**config.mk**
```make
export PLATFORM = sky130hd
export DESIGN_NAME = induced_c4_o4_check_unit
export DESIGN_NICKNAME = d
export VERILOG_FILES = /design/src/rtl/core/ic4o4_pkg.sv /design/src/rtl/core/ic4o4_ram.sv /design/src/rtl/core/ic4o4_ctrl.sv /design/src/rtl/core/ic4o4_dpath.sv /design/src/rtl/core/induced_c4_o4_check_unit.sv
export SDC_FILE = /design/constraint.sdc
export NUM_CORES = 2
export LEC_CHECK = 0
export ABC_CLOCK_PERIOD_IN_PS = 3700
export BUFFER_PORTS_ARGS = -buffer_cell sky130_fd_sc_hd__buf_4
export CAP_MARGIN = 20
export CORE_UTILIZATION = 50
export DETAILED_ROUTE_END_ITERATION = 12
export PLACE_DENSITY = 0.68
export SYNTH_ARGS = -nofsm -noshare
export SYNTH_HDL_FRONTEND = slang
export SYNTH_HIERARCHICAL = 1
export SYNTH_SLANG_ARGS = --single-unit
```
**constraint.sdc**
```tcl
create_clock -name clk -period 3.7 [get_ports clk]
set_clock_uncertainty 0.2 [all_clocks]
set_input_delay 0.555 -clock clk [delete_from_list [all_inputs] [get_ports clk]]
set_output_delay 0.555 -clock clk [all_outputs]
set_load 0.005 [all_outputs]
```
**src/rtl/core/ic4o4_pkg.sv**
```systemverilog
// ----------------------------------------------------------------------------
// ic4o4_pkg
// Shared types of the induced C4 / independent-four check unit: the transaction
// payloads and the command group from the controller to the datapath.
// ----------------------------------------------------------------------------
package ic4o4_pkg;

  localparam int RowWidth = 32;

  typedef struct packed {
    logic [RowWidth-1:0] row_bits;
    logic                last_row;
  } ic4o4_in_t;

  typedef struct packed {
    logic c4_free;
    logic o4_free;
    logic both_free;
  } ic4o4_out_t;

  typedef struct packed {
    logic store;
    logic clear;
    logic w_cap;
    logic b_cap;
    logic c_eval;
    logic post;
  } ic4o4_cmd_t;

endpackage

```
**src/rtl/core/ic4o4_ram.sv**
```systemverilog
// ----------------------------------------------------------------------------
// ic4o4_ram
// Generic single-write, single-read memory with a registered read port.
// ----------------------------------------------------------------------------
module ic4o4_ram #(
  parameter int WIDTH = 32,
  parameter int DEPTH = 32
) (
  input  logic                     clk,
  input  logic                     we,
  input  logic [$clog2(DEPTH)-1:0] waddr,
  input  logic [WIDTH-1:0]         wdata,
  input  logic [$clog2(DEPTH)-1:0] raddr,
  output logic [WIDTH-1:0]         rdata
);

  logic [WIDTH-1:0] mem_r [DEPTH];
  logic [WIDTH-1:0] rdata_r;

  always_ff @(posedge clk) begin
    if (we) begin
      mem_r[waddr] <= wdata;
    end
    rdata_r <= mem_r[raddr];
  end

  assign rdata = rdata_r;

endmodule

```
**src/rtl/core/ic4o4_ctrl.sv**
```systemverilog
// ----------------------------------------------------------------------------
// ic4o4_ctrl
// Controller: counts loaded rows, sequences the column pass and the walk over
// row pairs, and owns the result handshake.
// ----------------------------------------------------------------------------
module ic4o4_ctrl
  import ic4o4_pkg::*;
#(
  parameter int MAX_VERTICES = 32
) (
  input  logic                            clk,
  input  logic                            rst_n,
  input  logic                            in_valid,
  input  logic                            in_last,
  output logic                            in_ready,
  output logic                            out_valid,
  input  logic                            out_ready,
  output logic                            ram_we,
  output logic [$clog2(MAX_VERTICES)-1:0] ram_waddr,
  output logic [$clog2(MAX_VERTICES)-1:0] ram_raddr,
  output logic [$clog2(MAX_VERTICES)-1:0] v_idx,
  output logic [$clog2(MAX_VERTICES)-1:0] b_idx,
  output logic [$clog2(MAX_VERTICES)-1:0] c_idx,
  output ic4o4_cmd_t                      cmd
);

  localparam int IW = $clog2(MAX_VERTICES);
  localparam int CW = $clog2(MAX_VERTICES + 1);

  localparam logic [2:0] S_IDLE = 3'd0;
  localparam logic [2:0] S_WRD  = 3'd1;
  localparam logic [2:0] S_WCAP = 3'd2;
  localparam logic [2:0] S_BRD  = 3'd3;
  localparam logic [2:0] S_BCAP = 3'd4;
  localparam logic [2:0] S_CRD  = 3'd5;
  localparam logic [2:0] S_CEV  = 3'd6;
  localparam logic [2:0] S_FIN  = 3'd7;

  logic [2:0]    state_r, state_nxt;
  logic [CW-1:0] rows_r, rows_nxt;
  logic [IW-1:0] v_r, v_nxt;
  logic [IW-1:0] b_r, b_nxt;
  logic [IW-1:0] c_r, c_nxt;
  logic          out_valid_r, out_valid_nxt;
  logic          in_fire;
  logic          room;

  assign in_ready  = (state_r == S_IDLE);
  assign in_fire   = in_valid && in_ready;
  assign room      = (rows_r < CW'(MAX_VERTICES));
  assign ram_we    = in_fire && room;
  assign ram_waddr = rows_r[IW-1:0];
  assign ram_raddr = (state_r == S_BRD) ? b_r : c_r;
  assign v_idx     = v_r;
  assign b_idx     = b_r;
  assign c_idx     = c_r;
  assign out_valid = out_valid_r;

  always_comb begin
    state_nxt     = state_r;
    rows_nxt      = rows_r;
    v_nxt         = v_r;
    b_nxt         = b_r;
    c_nxt         = c_r;
    out_valid_nxt = out_valid_r && !out_ready;
    cmd           = '0;
    cmd.store     = ram_we;
    case (state_r)
      S_IDLE: begin
        if (in_fire) begin
          if (room) begin
            rows_nxt = rows_r + CW'(1);
          end
          if (in_last) begin
            cmd.clear = 1'b1;
            v_nxt     = room ? rows_r[IW-1:0] : IW'(MAX_VERTICES - 1);
            rows_nxt  = '0;
            c_nxt     = '0;
            state_nxt = S_WRD;
          end
        end
      end
      S_WRD: begin
        state_nxt = S_WCAP;
      end
      S_WCAP: begin
        cmd.w_cap = 1'b1;
        if (c_r == v_r) begin
          c_nxt     = '0;
          b_nxt     = '0;
          state_nxt = S_BRD;
        end else begin
          c_nxt     = c_r + IW'(1);
          state_nxt = S_WRD;
        end
      end
      S_BRD: begin
        state_nxt = S_BCAP;
      end
      S_BCAP: begin
        cmd.b_cap = 1'b1;
        c_nxt     = '0;
        state_nxt = S_CRD;
      end
      S_CRD: begin
        state_nxt = S_CEV;
      end
      S_CEV: begin
        cmd.c_eval = 1'b1;
        if (c_r == v_r) begin
          if (b_r == v_r) begin
            state_nxt = S_FIN;
          end else begin
            b_nxt     = b_r + IW'(1);
            state_nxt = S_BRD;
          end
        end else begin
          c_nxt     = c_r + IW'(1);
          state_nxt = S_CRD;
        end
      end
      S_FIN: begin
        if (!out_valid_r || out_ready) begin
          cmd.post      = 1'b1;
          out_valid_nxt = 1'b1;
          state_nxt     = S_IDLE;
        end
      end
      default: begin
        state_nxt = S_IDLE;
      end
    endcase
  end

  always_ff @(posedge clk) begin
    if (!rst_n) begin
      state_r     <= S_IDLE;
      rows_r      <= '0;
      v_r         <= '0;
      b_r         <= '0;
      c_r         <= '0;
      out_valid_r <= 1'b0;
    end else begin
      state_r     <= state_nxt;
      rows_r      <= rows_nxt;
      v_r         <= v_nxt;
      b_r         <= b_nxt;
      c_r         <= c_nxt;
      out_valid_r <= out_valid_nxt;
    end
  end

endmodule

```
**src/rtl/core/ic4o4_dpath.sv**
```systemverilog
// ----------------------------------------------------------------------------
// ic4o4_dpath
// Datapath: holds the newest row, the column of the newest vertex and the
// current outer row, tests each inner row against them and keeps the hits.
// ----------------------------------------------------------------------------
module ic4o4_dpath
  import ic4o4_pkg::*;
#(
  parameter int MAX_VERTICES = 32
) (
  input  logic                            clk,
  input  logic                            rst_n,
  input  ic4o4_cmd_t                      cmd,
  input  logic [RowWidth-1:0]             in_row,
  input  logic [RowWidth-1:0]             rd_row,
  input  logic [$clog2(MAX_VERTICES)-1:0] v_idx,
  input  logic [$clog2(MAX_VERTICES)-1:0] b_idx,
  input  logic [$clog2(MAX_VERTICES)-1:0] c_idx,
  output ic4o4_out_t                      out_data
);

  localparam int IW = $clog2(MAX_VERTICES);
  localparam int VW = MAX_VERTICES;

  logic [RowWidth-1:0]    vrow_r;
  logic [VW-1:0]          w_r, w_nxt;
  logic [VW-1:0]          rowb_r;
  logic                   c4_hit_r, c4_hit_nxt;
  logic                   o4_hit_r, o4_hit_nxt;
  ic4o4_out_t             out_r;
  logic [VW+RowWidth-1:0] rd_wide;
  logic [VW+RowWidth-1:0] v_wide;
  logic [VW-1:0]          rd_ext;
  logic [VW-1:0]          le_v;
  logic [VW-1:0]          below_b;
  logic [VW-1:0]          nv;
  logic [VW-1:0]          rowc;
  logic                   c4_cond;
  logic                   o4_cond;

  assign rd_wide = {{VW{1'b0}}, rd_row};
  assign v_wide  = {{VW{1'b0}}, vrow_r};
  assign rd_ext  = rd_wide[VW-1:0];

  always_comb begin
    for (int i = 0; i < VW; i++) begin
      le_v[i]    = (IW'(i) <= v_idx);
      below_b[i] = (IW'(i) < b_idx);
    end
  end

  assign nv   = v_wide[VW-1:0] & le_v;
  assign rowc = rd_ext & le_v;

  assign c4_cond = nv[b_idx] && rowb_r[c_idx] && (c_idx != v_idx) && !rowc[v_idx]
                   && (|(nv & rowc & ~rowb_r & below_b));
  assign o4_cond = (b_idx < v_idx) && !w_r[b_idx] && (c_idx > b_idx) && (c_idx < v_idx)
                   && !rowc[b_idx] && !rowc[v_idx]
                   && (|(~w_r & ~rowb_r & ~rowc & below_b));

  always_comb begin
    w_nxt      = w_r;
    c4_hit_nxt = c4_hit_r;
    o4_hit_nxt = o4_hit_r;
    if (cmd.w_cap) begin
      w_nxt[c_idx] = rd_ext[v_idx];
    end
    if (cmd.clear) begin
      c4_hit_nxt = 1'b0;
      o4_hit_nxt = 1'b0;
    end else if (cmd.c_eval) begin
      c4_hit_nxt = c4_hit_r || c4_cond;
      o4_hit_nxt = o4_hit_r || o4_cond;
    end
  end

  always_ff @(posedge clk) begin
    if (!rst_n) begin
      c4_hit_r <= 1'b0;
      o4_hit_r <= 1'b0;
    end else begin
      c4_hit_r <= c4_hit_nxt;
      o4_hit_r <= o4_hit_nxt;
    end
  end

  always_ff @(posedge clk) begin
    w_r <= w_nxt;
    if (cmd.store) begin
      vrow_r <= in_row;
    end
    if (cmd.b_cap) begin
      rowb_r <= rd_ext & le_v;
    end
    if (cmd.post) begin
      out_r.c4_free   <= !c4_hit_r;
      out_r.o4_free   <= !o4_hit_r;
      out_r.both_free <= !c4_hit_r && !o4_hit_r;
    end
  end

  assign out_data = out_r;

endmodule

```
**src/rtl/core/induced_c4_o4_check_unit.sv**
```systemverilog
// ----------------------------------------------------------------------------
// induced_c4_o4_check_unit
// Induced C4 (four-vertex hole) and independent-four test for the newest vertex of a graph.
//
// Adjacency rows load at one transaction per cycle into a row memory while the
// unit is idle. The transaction marked as the last row closes the graph; the
// unit then reads the column of the newest vertex (n reads) and walks every
// ordered pair of stored rows through the single read port (n + n * n reads)
// before the result is posted. Rows of the next graph are not taken during
// that search, but the finished result waits in its output register while
// the next graph loads.
// ----------------------------------------------------------------------------
module induced_c4_o4_check_unit
  import ic4o4_pkg::*;
#(
  parameter int MAX_VERTICES = 32
) (
  input  logic       clk,
  input  logic       rst_n,
  input  logic       in_valid,
  output logic       in_ready,
  input  ic4o4_in_t  in_data,
  output logic       out_valid,
  input  logic       out_ready,
  output ic4o4_out_t out_data
);

  localparam int IW = $clog2(MAX_VERTICES);

  logic                ram_we;
  logic [IW-1:0]       ram_waddr;
  logic [IW-1:0]       ram_raddr;
  logic [RowWidth-1:0] ram_rdata;
  logic [IW-1:0]       v_idx;
  logic [IW-1:0]       b_idx;
  logic [IW-1:0]       c_idx;
  ic4o4_cmd_t          cmd;

  ic4o4_ctrl #(
    .MAX_VERTICES(MAX_VERTICES)
  ) u_ctrl (
    .clk       (clk),
    .rst_n     (rst_n),
    .in_valid  (in_valid),
    .in_last   (in_data.last_row),
    .in_ready  (in_ready),
    .out_valid (out_valid),
    .out_ready (out_ready),
    .ram_we    (ram_we),
    .ram_waddr (ram_waddr),
    .ram_raddr (ram_raddr),
    .v_idx     (v_idx),
    .b_idx     (b_idx),
    .c_idx     (c_idx),
    .cmd       (cmd)
  );

  ic4o4_ram #(
    .WIDTH(RowWidth),
    .DEPTH(MAX_VERTICES)
  ) u_ram (
    .clk   (clk),
    .we    (ram_we),
    .waddr (ram_waddr),
    .wdata (in_data.row_bits),
    .raddr (ram_raddr),
    .rdata (ram_rdata)
  );

  ic4o4_dpath #(
    .MAX_VERTICES(MAX_VERTICES)
  ) u_dpath (
    .clk      (clk),
    .rst_n    (rst_n),
    .cmd      (cmd),
    .in_row   (in_data.row_bits),
    .rd_row   (ram_rdata),
    .v_idx    (v_idx),
    .b_idx    (b_idx),
    .c_idx    (c_idx),
    .out_data (out_data)
  );

endmodule
```
==> impl_metrics.json <==
{
  "run_status": "complete, no violations",
  "power_density_mw_per_mm2": 515,
  "drt_iter0_markers": 3478,
  "cts-root-buf": "clkbuf_16",
  "grt_pass1_vias": 28273,
  "grt_util_met3_pct": 4.16,
  "ant_nets": 0,
  "r2r_cells": 10,
  "grt_util_met2_pct": 44.9,
  "finalHoldViolCount": 0,
  "overflow": 0,
  "worstHoldPathType": "in2reg",
  "area_growth_pct": 14.4,
  "gp_congestion": 0.951,
  "top_usage_layer": "met2",
  "drcViolationCount": 0,
  "viasPerCell": 6.31,
  "clock_sinks": 1182,
  "rsz0062_at_grt": "no",
  "finish.utilization_pct": 58.0,
  "cts_resized": 0,
  "relSlewSlack_pct": 37.2,
  "post_drt_wl_per_cell_microns": 29.9,
  "path_class": "reg2reg",
  "cts-htree-levels": 3,
  "initial_core_util_pct": 50.7,
  "p_total_mw": 28.5,
  "num_io_pins": 42,
  "dp_cells": 4370,
  "start_kind": "flop",
  "ys_seq_elements": 1182,
  "worst-path-stages": 10,
  "drive_gt1_share_pct": 14.6,
  "clk_path_buf_depth": 3,
  "syn_area_sq_mm": 0.0484,
  "yosysWarnings": 6,
  "cp.buffers_inverters": 2,
  "maxCapViolations": 0,
  "fmax_mhz": 283,
  "vias": 28980,
  "layout_commonest_cell": "edfxtp_1",
  "syn_nets": 3114,
  "drv_slew": 0,
  "first_pass_iters": 6,
  "core_area_sq_mm": 0.0954,
  "die_w_microns": 313,
  "crit_fanout": 41,
  "clk_latency_ns": 0.73,
  "async_flop_share_pct": 0,
  "grtUsageTotal_pct": 27.9,
  "final_nets": 3279,
  "yosysSeqAreaShare_pct": 72.2,
  "rrSetupSlack_ns": 0.17,
  "holdWs_ns": 0.0525,
  "synth.distinct_cells": 79,
  "hold_depth": 1,
  "min_period_ns": 3.53,
  "die_h_microns": 313,
  "setup_violations": 0,
  "post-route-period-util_pct": 95.4,
  "reg2reg_from": "u_ctrl/state_r[1]",
  "final-instance-count-excl-fill": 4594,
  "cp_data_arrival_time_ns": 3.81,
  "path_clk_slew_ns": 0.06,
  "holdCritStartpoint": "in_data[32]",
  "slowest_stage": "dfxtp_1",
  "cpPeakStageDelay_ns": 0.56,
  "tns_ns": 0,
  "synth_flop_cell": "edfxtp_1",
  "hold_path_end": "u_dpath/vrow_r[31]",
  "cts_tree": "done",
  "grt_pass1_wl_mm": 197,
  "antenna_found_initial": 4,
  "place_area_sq_mm": 0.0513,
  "worst_pin_slew_ns": 0.939,
  "critPathTopFamily": "simple AND/OR/NAND/NOR gates",
  "synth_cells": 3060,
  "final_cell_mix": "1,123 x edfxtp_1, 522 x mux2i_1, 190 x buf_4, 154 x nand2_1, 140 x nand3_1",
  "rows": 113,
  "avgSynthCellArea_sq_um": 15.8,
  "timing.final.ws_setup_ns": 0.169,
  "portBuffers": 41,
  "r2r_end": "u_ram/rdata[29]",
  "ir_drop_uv": 454,
  "power_leakage_nw": 17.6,
  "place_ws_ns": 0.317,
  "stdcell_area_sq_mm": 0.0553,
  "required_ns": 3.98,
  "crit_chain": "nand2_1 > or2_2 > mux2_2 > nor2b_4 > buf_12 > buf_4 > a22o_1 > nor3_1 > a31oi_1 > nand3_1",
  "grt_max_degree": 75,
  "die-area_sq_mm": 0.0980,
  "synth_edf_count": 1123,
  "hpwl_mm": 85.5,
  "end_kind": "flop",
  "cts_inserted_buffers": 115,
  "met1_usage_pct": 38.8,
  "postRouteWirelength_mm": 138
}
-- where the power goes --
part | switching [mW] | internal (mW)
Combinational | 0.877 | 0.565
Clock | 5.07 | 7.09
Sequential | 0.143 | 14.8
-- cell usage after synthesis, types with 14 or more instances --
library cell,number,area [sq um]
a22oi_1,98,736
dfxtp_1,59,1180
buf_2,45,225
a31oi_1,42,263
o21ai_0,22,110
mux2i_1,522,5230
and3_1,15,93.8
a21oi_1,125,626
nor3_1,56,280
nand3_1,140,701
nor2b_1,14,87.6
inv_1,26,97.6
nor2_1,138,518
edfxtp_1,1123,33700
a22o_1,64,561
a211oi_1,19,143
nand2_1,155,582
nand4_1,26,163
ha_1,17,213
buf_6,20,225
nor4_1,20,125
mux4_2,20,450
buf_4,41,308
clkbuf_1,64,240
-- registers in the layout, summed over array words and instances, names as in the netlist, 3 cells and up --
signal,cells
u_ctrl/state_r,3
u_ram/mem_r,1024
u_ctrl/v_idx,5
u_ctrl/b_idx,5
u_dpath/w_r,32
u_dpath/vrow_r,32
u_ctrl/c_idx,5
u_ctrl/rows_r,6
u_ram/rdata,32
u_dpath/rowb_r,32
u_dpath/out_data,3
-- logic make-up (layout without fill, tap and decap cells) --
kind of cell,after synthesis,count (layout),share of synthesized area [%]
AOI/OAI and AO/OA,446,446,6.35
adders and majority gates,17,17,0.440
buffers and inverters,208,475,2.38
DFF,1182,1182,72.2
xor gates and xnor gates,16,16,0.305
other,0,2,0
and+or+nand+nor,642,642,6.45
muxes,549,549,11.9
-- repair_timing --
item	in CTS	in global routing
setup buffers	0	0
hold endpoints to repair	2	0
hold buffers	3	0
-- worst max path at each step --
| stage | start | to |
|---|---|---|
| 2_1_floorplan | u_ctrl/state_r[1] | u_ram/mem_r[12][0] |
| 3_3_place_gp | u_ctrl/state_r[1] | u_ram/rdata[12] |
| 3_5_place_dp | u_ctrl/state_r[1] | u_ram/rdata[12] |
| 4_1_cts | u_ctrl/state_r[1] | u_ram/rdata[29] |
| 5_1_grt | u_ctrl/state_r[1] | u_ram/rdata[29] |
| 6_report | u_ctrl/state_r[1] | u_ram/rdata[29] |
-- worst reg2reg max path, stage by stage, from the launching register on --
cell and delay, ns:
dfxtp_1 0.56, nand2_1 0.16, or2_2 0.38, mux2_2 0.35
nor2b_4 0.25, buf_12 0.27, buf_4 0.36, a22o_1 0.17
nor3_1 0.04, a31oi_1 0.25, nand3_1 0.28
-- metal layers --
metal,part of all wire [%],vias to the layer above
met5,0.017,-
met4,3.6,4
met3,7.7,287
met2,48,1498
met1,41,14817
li1,-,12374
-- cell type report --
class / instances / area, sq um
well taps: 1265 / 1580
diodes: 2 / 5.00
repair buffers: 228 / 2160
clock inverters: 68 / 853
fillers: 7129 / 40100
inverters: 28 / 105
multi-input cells: 1670 / 12600
flip-flops and latches: 1182 / 34900
clock buffers: 151 / 3120
Power figures use the tool's default switching activity.
